==> config.mk <==
export PLATFORM = sky130hd
export DESIGN_NAME = fcs_ctrl
export DESIGN_NICKNAME = d
export VERILOG_FILES = /design/src/rtl/fcs_pkg.sv /design/src/rtl/fcs_ctrl.sv
export SDC_FILE = /design/constraint.sdc
export NUM_CORES = 1
export LEC_CHECK = 0
export ABC_CLOCK_PERIOD_IN_PS = 1400
export BUFFER_PORTS_ARGS = -buffer_cell sky130_fd_sc_hd__buf_2
export CORE_AREA = 2 2 39 41
export DETAILED_ROUTE_END_ITERATION = 10
export DIE_AREA = 0 0 41 43
export PLACE_DENSITY_LB_ADDON = 0.08
export SYNTH_ARGS = -nofsm -noshare
export SYNTH_HDL_FRONTEND = slang
export SYNTH_SLANG_ARGS = --single-unit
==> constraint.sdc <==
create_clock -name clk -period 1.4 [get_ports clk]
set_clock_uncertainty 0.05 [all_clocks]
set_input_delay 0.14 -clock clk [delete_from_list [all_inputs] [get_ports clk]]
set_output_delay 0.14 -clock clk [all_outputs]
set_load 0.03 [all_outputs]
==> src/rtl/fcs_pkg.sv <==
// Shared types, constants and helper functions for the framed command slave.
// No dependencies; fcs_dp, fcs_ctrl, the top level and fcs_chk import this package.
package fcs_pkg;

  // Storage sizes
  localparam int RX_DEPTH  = 512;
  localparam int MEM_DEPTH = 65536;
  localparam int RX_AW     = $clog2(RX_DEPTH);
  localparam int RX_CW     = $clog2(RX_DEPTH + 1);
  localparam int MEM_AW    = $clog2(MEM_DEPTH);
  localparam int REG_DEPTH = 256;
  localparam logic [24:0] MEM_LIMIT = 25'(MEM_DEPTH);

  // Frame bytes
  localparam logic [7:0] START_BYTE = 8'hAA;
  localparam logic [7:0] ERROR_CMD  = 8'hC0;
  localparam logic [7:0] REPLY_FLAG = 8'h80;
  localparam logic [7:0] PING_DATA  = 8'h42;
  localparam logic [15:0] CRC_POLY  = 16'h1021;
  localparam logic [15:0] CRC_INIT  = 16'hFFFF;

  // Command codes
  localparam logic [7:0] CMD_PING   = 8'h01;
  localparam logic [7:0] CMD_REG_RD = 8'h02;
  localparam logic [7:0] CMD_REG_WR = 8'h03;
  localparam logic [7:0] CMD_MEM_RD = 8'h12;
  localparam logic [7:0] CMD_MEM_WR = 8'h13;
  localparam logic [7:0] CMD_BURST  = 8'h23;
  localparam logic [7:0] CMD_LED    = 8'h70;

  // Error codes
  localparam logic [7:0] ERR_CRC     = 8'h01;
  localparam logic [7:0] ERR_UNKNOWN = 8'h02;
  localparam logic [7:0] ERR_RANGE   = 8'h06;
  localparam logic [7:0] ERR_PARAMS  = 8'h07;

  typedef enum logic [1:0] {
    EV_RX     = 2'd0,
    EV_REQ    = 2'd1,
    EV_FINISH = 2'd2,
    EV_NONE   = 2'd3
  } event_t;

  typedef enum logic [2:0] {
    ST_IDLE, ST_SCAN, ST_EXEC, ST_RD, ST_BURST, ST_BUILD, ST_DONE
  } state_t;

  typedef enum logic [1:0] {
    OP_BUILD, OP_READ, OP_BURST
  } exec_op_t;

  // Controller to datapath
  typedef struct packed {
    logic   rx_write;
    logic   req_read;
    logic   scan_start;
    logic   scan_en;
    logic   exec;
    logic   rd_capture;
    logic   burst_en;
    logic   build_en;
    logic   clr_count;
    logic   out_load;
    event_t out_kind;
  } dp_cmd_t;

  // Datapath to controller
  typedef struct packed {
    logic     short_buf;
    logic     scan_drop;
    logic     scan_done;
    exec_op_t exec_op;
    logic     burst_done;
    logic     build_done;
  } dp_stat_t;

  // One byte of CRC-16/CCITT, MSB first
  function automatic logic [15:0] crc_byte(input logic [15:0] crc, input logic [7:0] b);
    logic [15:0] c;
    c = crc ^ {b, 8'h00};
    for (int k = 0; k < 8; k++) begin
      c = c[15] ? ((c << 1) ^ CRC_POLY) : (c << 1);
    end
    return c;
  endfunction

  // Register file contents after reset
  function automatic logic [7:0] reg_reset_val(input logic [7:0] idx);
    logic [7:0] v;
    case (idx)
      8'd0:    v = 8'd64;
      8'd1:    v = 8'd42;
      default: v = 8'd0;
    endcase
    return v;
  endfunction

endpackage

==> src/rtl/fcs_ctrl.sv <==
// Controller: input/output handshake and the sequence that handles a finish
// event (scan, execute, read, burst, build). Uses fcs_pkg.
module fcs_ctrl import fcs_pkg::*; (
  input  logic       clk,
  input  logic       rst_n,
  input  logic       in_valid,
  output logic       in_ready,
  input  logic [1:0] in_event_kind,
  output logic       out_valid,
  input  logic       out_ready,
  output dp_cmd_t    cmd,
  input  dp_stat_t   stat
);

  state_t state_r, state_nxt;
  logic   out_valid_r, out_valid_nxt;
  logic   accept;

  // State and result-valid registers
  always_ff @(posedge clk) begin
    if (!rst_n) begin
      state_r     <= ST_IDLE;
      out_valid_r <= 1'b0;
    end else begin
      state_r     <= state_nxt;
      out_valid_r <= out_valid_nxt;
    end
  end

  assign in_ready  = (state_r == ST_IDLE) && (!out_valid_r || out_ready);
  assign accept    = in_valid && in_ready;
  assign out_valid = out_valid_r;

  // Next state and commands
  always_comb begin
    state_nxt    = state_r;
    cmd          = '0;
    cmd.out_kind = EV_FINISH;
    case (state_r)
      ST_IDLE: begin
        if (accept) begin
          cmd.out_kind = event_t'(in_event_kind);
          case (event_t'(in_event_kind))
            EV_RX: begin
              cmd.rx_write = 1'b1;
              cmd.out_load = 1'b1;
            end
            EV_REQ: begin
              cmd.req_read = 1'b1;
              cmd.out_load = 1'b1;
            end
            EV_FINISH: begin
              if (stat.short_buf) begin
                cmd.clr_count = 1'b1;
                cmd.out_load  = 1'b1;
              end else begin
                cmd.scan_start = 1'b1;
                state_nxt      = ST_SCAN;
              end
            end
            default: begin
              cmd.out_load = 1'b1;
            end
          endcase
        end
      end
      ST_SCAN: begin
        cmd.scan_en = 1'b1;
        if (stat.scan_drop) begin
          state_nxt = ST_DONE;
        end else if (stat.scan_done) begin
          state_nxt = ST_EXEC;
        end
      end
      ST_EXEC: begin
        cmd.exec = 1'b1;
        case (stat.exec_op)
          OP_READ:  state_nxt = ST_RD;
          OP_BURST: state_nxt = ST_BURST;
          default:  state_nxt = ST_BUILD;
        endcase
      end
      ST_RD: begin
        cmd.rd_capture = 1'b1;
        state_nxt      = ST_BUILD;
      end
      ST_BURST: begin
        cmd.burst_en = 1'b1;
        if (stat.burst_done) state_nxt = ST_BUILD;
      end
      ST_BUILD: begin
        cmd.build_en = 1'b1;
        if (stat.build_done) state_nxt = ST_DONE;
      end
      ST_DONE: begin
        cmd.clr_count = 1'b1;
        cmd.out_load  = 1'b1;
        state_nxt     = ST_IDLE;
      end
      default: begin
        state_nxt = ST_IDLE;
      end
    endcase
  end

  always_comb begin
    if (cmd.out_load) begin
      out_valid_nxt = 1'b1;
    end else if (out_ready) begin
      out_valid_nxt = 1'b0;
    end else begin
      out_valid_nxt = out_valid_r;
    end
  end

endmodule

== Yosys cells after proc, flatten, opt, wreduce, memory -nomap -nowiden ==
Index checks and enable logic that the tools add are counted.

* Input port bits: 13
* Word-level logic and storage cells: 54
* Register bits after elaboration: 4

* Reduce and logical (&&, ||, !) cells: 8
* Mux-type cells: 28
* Eq/ne operators: 16

{| class="wikitable"
|+ Operators with widths
! kind !! count
|-
| 2-to-1 mux 3 bit || 9
|-
| case mux 3 bit (6 select lines) || 1
|-
| 2-to-1 mux 1 bit || 13
|-
| == test 3 bit (second input constant) || 3
|-
| inequality test 2 bit (second input constant) || 4
|-
| == test 3 x 2 -> 1 bit (second input constant) || 2
|-
| case mux 3 bit (2 select lines) || 1
|-
| AND reduction 6 bit || 1
|-
| == test 2 x 1 -> 1 bit (second input constant) || 2
|-
| == test 2 bit (second input constant) || 2
|-
| 2-to-1 mux 2 bit || 2
|-
| 2-to-1 mux 4 bit || 1
|-
| case mux 2 bit (2 select lines) || 1
|-
| == test 3 x 1 -> 1 bit (second input constant) || 1
|-
| logical NOT 3 bit || 1
|-
| inequality test 3 bit (second input constant) || 1
|-
| logical AND 1 bit || 2
|-
| logical NOT 2 bit || 1
|-
| inequality test 2 x 1 -> 1 bit (second input constant) || 1
|-
| nonzero test 2 bit || 1
|-
| logical NOT 1 bit || 1
|-
| logical OR 1 bit || 1
|}

== Logic depth before layout (Yosys ltp) ==
Gate-level depths: netlist of the first run.

* Depth in word-level cells: 7
* Gate-level depth with buffers: 5

== Worst setup path after synthesis of the first run ==
No wires, ideal clock.

* Kind: reg-to-output
* From: register state_r[0]
* To: output cmd[3] in the netlist's numbering
* Arrival: 1,693 ps
* Path buffers: 0
* Slack: -483 ps
* Cell stages (with the launch flop): 5
* Cells stage by stage: dfxtp_1 > nor3_4 > nand4_2 > or4b_1 > a21oi_1

{| class="wikitable"
|+ RTL lines
! what !! RTL line !! RTL
|-
| start, declared || fcs_ctrl.sv:15 || <nowiki>state_t state_r, state_nxt;</nowiki>
|-
| start signal, assigned || fcs_ctrl.sv:25 || <nowiki>state_r <= state_nxt;</nowiki>
|-
| end, declared || fcs_ctrl.sv:11 || <nowiki>output dp_cmd_t cmd,</nowiki>
|}

==> flow_summary.yaml, run 1 <==
clock_network:
  cts_buffer_depth: 2
  cts_tree: "yes"
  clock_sinks: 4
  htree_levels: 1
  clock_latency_ns: 0.24
  clk_root_buffer_cell: "clkbuf_4"
  path_clk_slew_ns: 0.04
  numCtsBuffers: 3
global_route:
  grt_pass1_wl_microns: 2150
  first_global_vias: 518
  antenna_found_initial: 0
  grt-ovfl-total: 0
  grt_use_total_pct: 17.6
  grt_max_degree: 15
setup_path:
  r2r_setup_slack_ns: -0.11
  r2r-end: "out_valid$_SDFFE_PN0P_"
  rr_startpoint: "state_r[2]$_SDFFE_PN0P_"
  cp-end-kind: "primary output"
  r2r_cells: 8
  cp_data_required_time_ns: 1.21
  critPathLaunchType: "flop"
  critical_path_arrival_ns: 1.68
  crit_fanout: 2
  crit_type: "reg -> out"
finish:
  fin_util_pct: 61.9
  diodes: 0
  area.growth.synth_to_final_pct: 120
  layout.nets: 111
  drive_gt1_share_pct: 67.7
  finalNonFillerCells: 112
  layout_common_cells: "14 x buf_2, 14 x buf_6, 12 x buf_4, 5 x nor2b_1"
  fill_cells: 132
route:
  drt-initial-drc-count: 7
  drt_wl_total_microns: 1290
  drc: 0
  ant_nets: 0
  firstDrtPassIters: 3
  wl_per_cell_microns: 11.5
  vias_per_cell: 4.93
  num_vias: 552
synth:
  synth-simple-area-share_pct: 46.8
  async_flop_share_pct: 0
  synth_edf_count: 0
  synth_nets: 68
  synthTopCellsByArea: "dfxtp_1 21%, nor2b_1 11%, nor2_1 5.8%"
  yosysSeqAreaShare_pct: 20.5
  yosysWarningCount: 0
  yosys-mux-area-fraction_pct: 2.56
  synth_compound_area_share_pct: 23.1
  synth_area_leader_cell: "dfxtp_1"
  ys.flop_type: "dfxtp_1"
  ys_types: 27
  synth_area_sq_um: 390
  synth_xor_xnor_area_share_pct: 0
  synth_seq_cells: 4
  synthCells: 55
  synthAdderAreaFrac_pct: 0
  synth_top_family_by_area: "simple AND/OR/NAND/NOR gates"
  syn_area_per_cell_sq_um: 7.10
  synth_top_area_share_pct: 20.5
placed_design:
  place_ws_ns: -0.249
  hpwl_microns: 900
  post-place-cells: 103
  gp_congestion: 0.713
  portBuffers: 26
min_path:
  hold_class: "in -> reg"
  min_from: "rst_n"
  min_to: "out_valid$_SDFFE_PN0P_"
  hold-path-cell-count: 2
die:
  fp.dieH_microns: 43
  initial_utilization_pct: 28.2
  row_count: 14
  die_w_microns: 41
  core_sq_um: 1380
  fp.dieArea_sq_um: 1760
  io_pins: 27
timing:
  slew_headroom_pct: 79.1
  worstMarginPinSlew_ns: 0.309
  maxSlewViolCount: 0
  clock.fmax_mhz: 533
  period_minus_slack_ns: 1.87
  min_period_over_period_pct: 134
  worst_slack_ns: -0.475
  hold_viol: 0
  setup-violations-final: 10
  rsz0062_at_grt: "true"
pwr:
  power_density_nw_per_um2: 720
  p_leak_nw: 0.394
  ir_drop_uv: 432
outcome:
  status: "finished with violations"
  failed_checks: "setup timing"
flow_run:
  maxCapViolCount: 0
[routing by layer]
layer | vias up | track usage (%) | share of wire [%]
met5 | - | 0 | 0
met1 | 253 | 22.5 | 44
met3 | 0 | 5.24 | 5.3
met2 | 20 | 27.8 | 51
li1 | 279 | - | -
met4 | 0 | 4.00 | 0
[registers in the layout (all words and copies together), names as in the netlist]
| register | cells |
|---|---|
| out_valid | 1 |
| state_r | 3 |
[kinds of logic after synthesis]
family	after synthesis
simple gates	30
compound gates	14
buf+inv	6
flops	4
mux	1
[Yosys cell counts, drive strengths merged (2+ instances only)]
master / instances
nor2b: 7
nor2: 6
dfxtp: 4
o21ai: 4
a21oi: 3
and2: 3
nand2: 3
nand2b: 3
buf: 2
clkbuf: 2
inv: 2
nand3: 2
nor3: 2
[per-stage QoR]
step / hold slack [ns] / cell area, sq um / power, mW / TNS, ns
2_1_floorplan: 0.208 / 438 / 0.279 / -0.280
3_3_place_gp: 0.362 / 643 / 0.367 / -0.543
3_5_place_dp: 0.368 / 643 / 0.366 / -0.593
4_1_cts: 0.115 / 831 / 0.612 / -2.42
5_1_grt: 0.126 / 857 / 0.660 / -3.31
6_report: 0.127 / 857 / 0.617 / -2.59
[power by group]
group | internal [mW] | switching (mW) | total (mW)
combinational | 0.178 | 0.161 | 0.339
sequential | 0.124 | 0.00689 | 0.131
clock | 0.0962 | 0.0514 | 0.148
total | 0.398 | 0.219 | 0.617
[worst max-delay path, stage by stage (launching register included)]
cell and delay [ns]:
dfxtp_2 0.33, nor3_4 0.21, nand4_2 0.12, or4b_4 0.51
a21oi_4 0.13, buf_6 0.14
[worst max path at each step]
stage	startpoint	endpoint	cells after the start
floorplan	state_r[2]$_SDFFE_PN0P_	cmd[3]	4
global placement	state_r[2]$_SDFFE_PN0P_	cmd[3]	5
detailed placement	state_r[2]$_SDFFE_PN0P_	cmd[3]	5
CTS	state_r[2]$_SDFFE_PN0P_	cmd[3]	5
global route	state_r[2]$_SDFFE_PN0P_	cmd[3]	5
finish	state_r[2]$_SDFFE_PN0P_	cmd[3]	5
[final cells by class]
| cell class | count | area (sq um) | area share, % |
|---|---|---|---|
| multi-input cells | 45 | 369 | 43.1 |
| repair buffers | 42 | 353 | 41.2 |
| flip-flops and latches | 4 | 85.1 | 9.93 |
| clock buffers | 3 | 22.5 | 2.63 |
| well taps | 16 | 20.0 | 2.34 |
| inverters | 2 | 7.51 | 0.876 |
[what timing repair did]
action / CTS / global route
pin swaps: 4 / 4
buffers inserted: 6 / 2
gates resized for setup: 34 / 8
endpoints found under the setup margin: 12 / 14
hold buffers: 0 / 0
endpoints found under the hold margin: 0 / 0
gates cloned: 0 / 0
Power figures use the tool's default switching activity.
==> inputs of run 2 (changes only) <==
Settings changed: BUFFER_PORTS_ARGS -buffer_cell sky130_fd_sc_hd__buf_2 to -buffer_cell sky130_fd_sc_hd__buf_4.
==> run 2 against run 1 <==
Effect of this change: final cell count stayed put; largest cell class unchanged; highest routed layer is now met4; the flow still finishes with violations (setup timing); core utilization is 1.3 points lower; clock power hardly changed.
==> flow_summary.yaml, run 2 (synthesized netlist as in run 1, its figures left out) <==
clock_network:
  path_clk_slew_ns: 0.04
  clock_sinks: 4
  clk_root_buffer_cell: "clkbuf_4"
  numCtsBuffers: 3
  cts_buffer_depth: 2
  cts_hold_buf: 0
  htree_levels: 1
  clock_latency_ns: 0.24
  cts_tree: "yes"
placed_design:
  gp_congestion: 0.751
  place_ws_ns: -0.210
  hpwl_microns: 899
  place_area_sq_um: 708
  portBuffers: 26
  post-place-cells: 103
timing:
  worst_slack_ns: -0.448
  maxSlewViolCount: 0
  min_period_over_period_pct: 132
  clock.fmax_mhz: 541
  hold_viol: 0
  setup-violations-final: 8
  rsz0062_at_grt: "true"
  slew_headroom_pct: 71.7
  worstMarginPinSlew_ns: 0.419
  period_minus_slack_ns: 1.85
global_route:
  grt_max_degree: 15
  antenna_found_initial: 0
  grt-ovfl-total: 0
  first_global_vias: 478
  grt_pass1_wl_microns: 1840
  grt_use_total_pct: 14.9
finish:
  layout_commonest_cell: "buf_4"
  area.growth.synth_to_final_pct: 115
  finalNonFillerCells: 112
  layout.nets: 111
  layout_common_cells: "35 x buf_4, 6 x buf_6, 5 x nor2b_1, 4 x nor2_4, 4 x dfxtp_2"
  top_register: "state_r"
  largest_reg_flops: 3
  diodes: 0
  final_area_sq_um: 840
  fin_util_pct: 60.7
  drive_gt1_share_pct: 66.7
setup_path:
  crit_fanout: 2
  cp-end-kind: "primary output"
  crit_type: "reg -> out"
  critical_path_arrival_ns: 1.66
  critPathLaunchType: "flop"
  cp_data_required_time_ns: 1.21
  cpLargestDelayFamily: "simple AND/OR/NAND/NOR gates"
  slowest_delay_ns: 0.51
  cp_num_buf_inv: 1
  cpMaxStageDelayCell: "or4b_4"
  crit_chain: "nor3_4, nand4_2, or4b_4, a21oi_4, buf_6"
pwr:
  p_total_mw: 0.580
  combinationalPowerShare_pct: 51.5
  ir_drop_uv: 371
  intPower_mw: 0.373
  p_clk_share_pct: 26.1
  p_switching_mw: 0.207
  swShare_pct: 35.7
  power_density_nw_per_um2: 691
  power_frac_seq_pct: 22.4
  p_leak_nw: 0.388
route:
  drt-initial-drc-count: 2
  drc: 0
  vias_per_cell: 4.71
  ant_nets: 0
  firstDrtPassIters: 2
  wl_per_cell_microns: 11.0
  num_vias: 527
  drt_wl_total_microns: 1230
die:
  die_w_microns: 41
  io_pins: 27
  core_sq_um: 1380
  row_count: 14
  fp.dieArea_sq_um: 1760
  initial_utilization_pct: 28.2
  fp.dieH_microns: 43
outcome:
  status: "finished with violations"
  failed_checks: "setup timing"
flow_run:
  maxCapViolCount: 0
min_path:
  hold_class: "in -> reg"
[run 2: cell counts in the layout (fill, tap and decap cells not counted)]
Identical to the previous run, type by type.
[run 2: per-stage QoR]
stage / hold slack, ns / setup TNS, ns
finish: 0.0924 / -2.14
floorplan: 0.208 / -0.280
CTS: 0.0816 / -2.00
global route: 0.0984 / -2.79
global placement: 0.337 / -0.407
detailed placement: 0.336 / -0.427
[run 2: area by class of cell]
type                       instances  area (sq um)
multi-input combinational         45           359
inverter                           2          7.51
sequential                         4          85.1
clock buffer                       3          22.5
tap                               16          20.0
fill                             129           544
timing repair buffer              42           345
[run 2: power groups by stage]
stage | Combinational, mW | Sequential [mW] | Clock [mW]
finish | 0.299 | 0.130 | 0.151
detailed placement | 0.261 | 0.131 | 0
floorplan | 0.141 | 0.138 | 0
global placement | 0.261 | 0.131 | 0
global route | 0.319 | 0.131 | 0.164
CTS | 0.294 | 0.130 | 0.158
[run 2: repair_timing]
item | 4_1_cts | 5_1_grt
resized for setup | 14 | 5
setup buffers | 5 | 1
pin swaps | 1 | 1
setup endpoints to repair | 11 | 13
[run 2: path summary, 6_finish.rpt]
check / end / startpoint / depth (start not counted) / slack, ns
max: cmd[3] / state_r[2]$_SDFFE_PN0P_ / 5 / -0.45
max reg2reg: state_r[0]$_SDFFE_PN0P_ / state_r[2]$_SDFFE_PN0P_ / 7 / -0.22
min: out_valid$_SDFFE_PN0P_ / rst_n / 2 / 0.09
min reg2reg: state_r[1]$_SDFFE_PN0P_ / state_r[0]$_SDFFE_PN0P_ / 3 / 0.62
[run 2: metal layers]
layer  track usage, %  part of all wire (%)
met5                0                     0
met4             4.00                  0.81
met3             4.71                   6.7
met2             23.8                    48
met1             18.3                    44
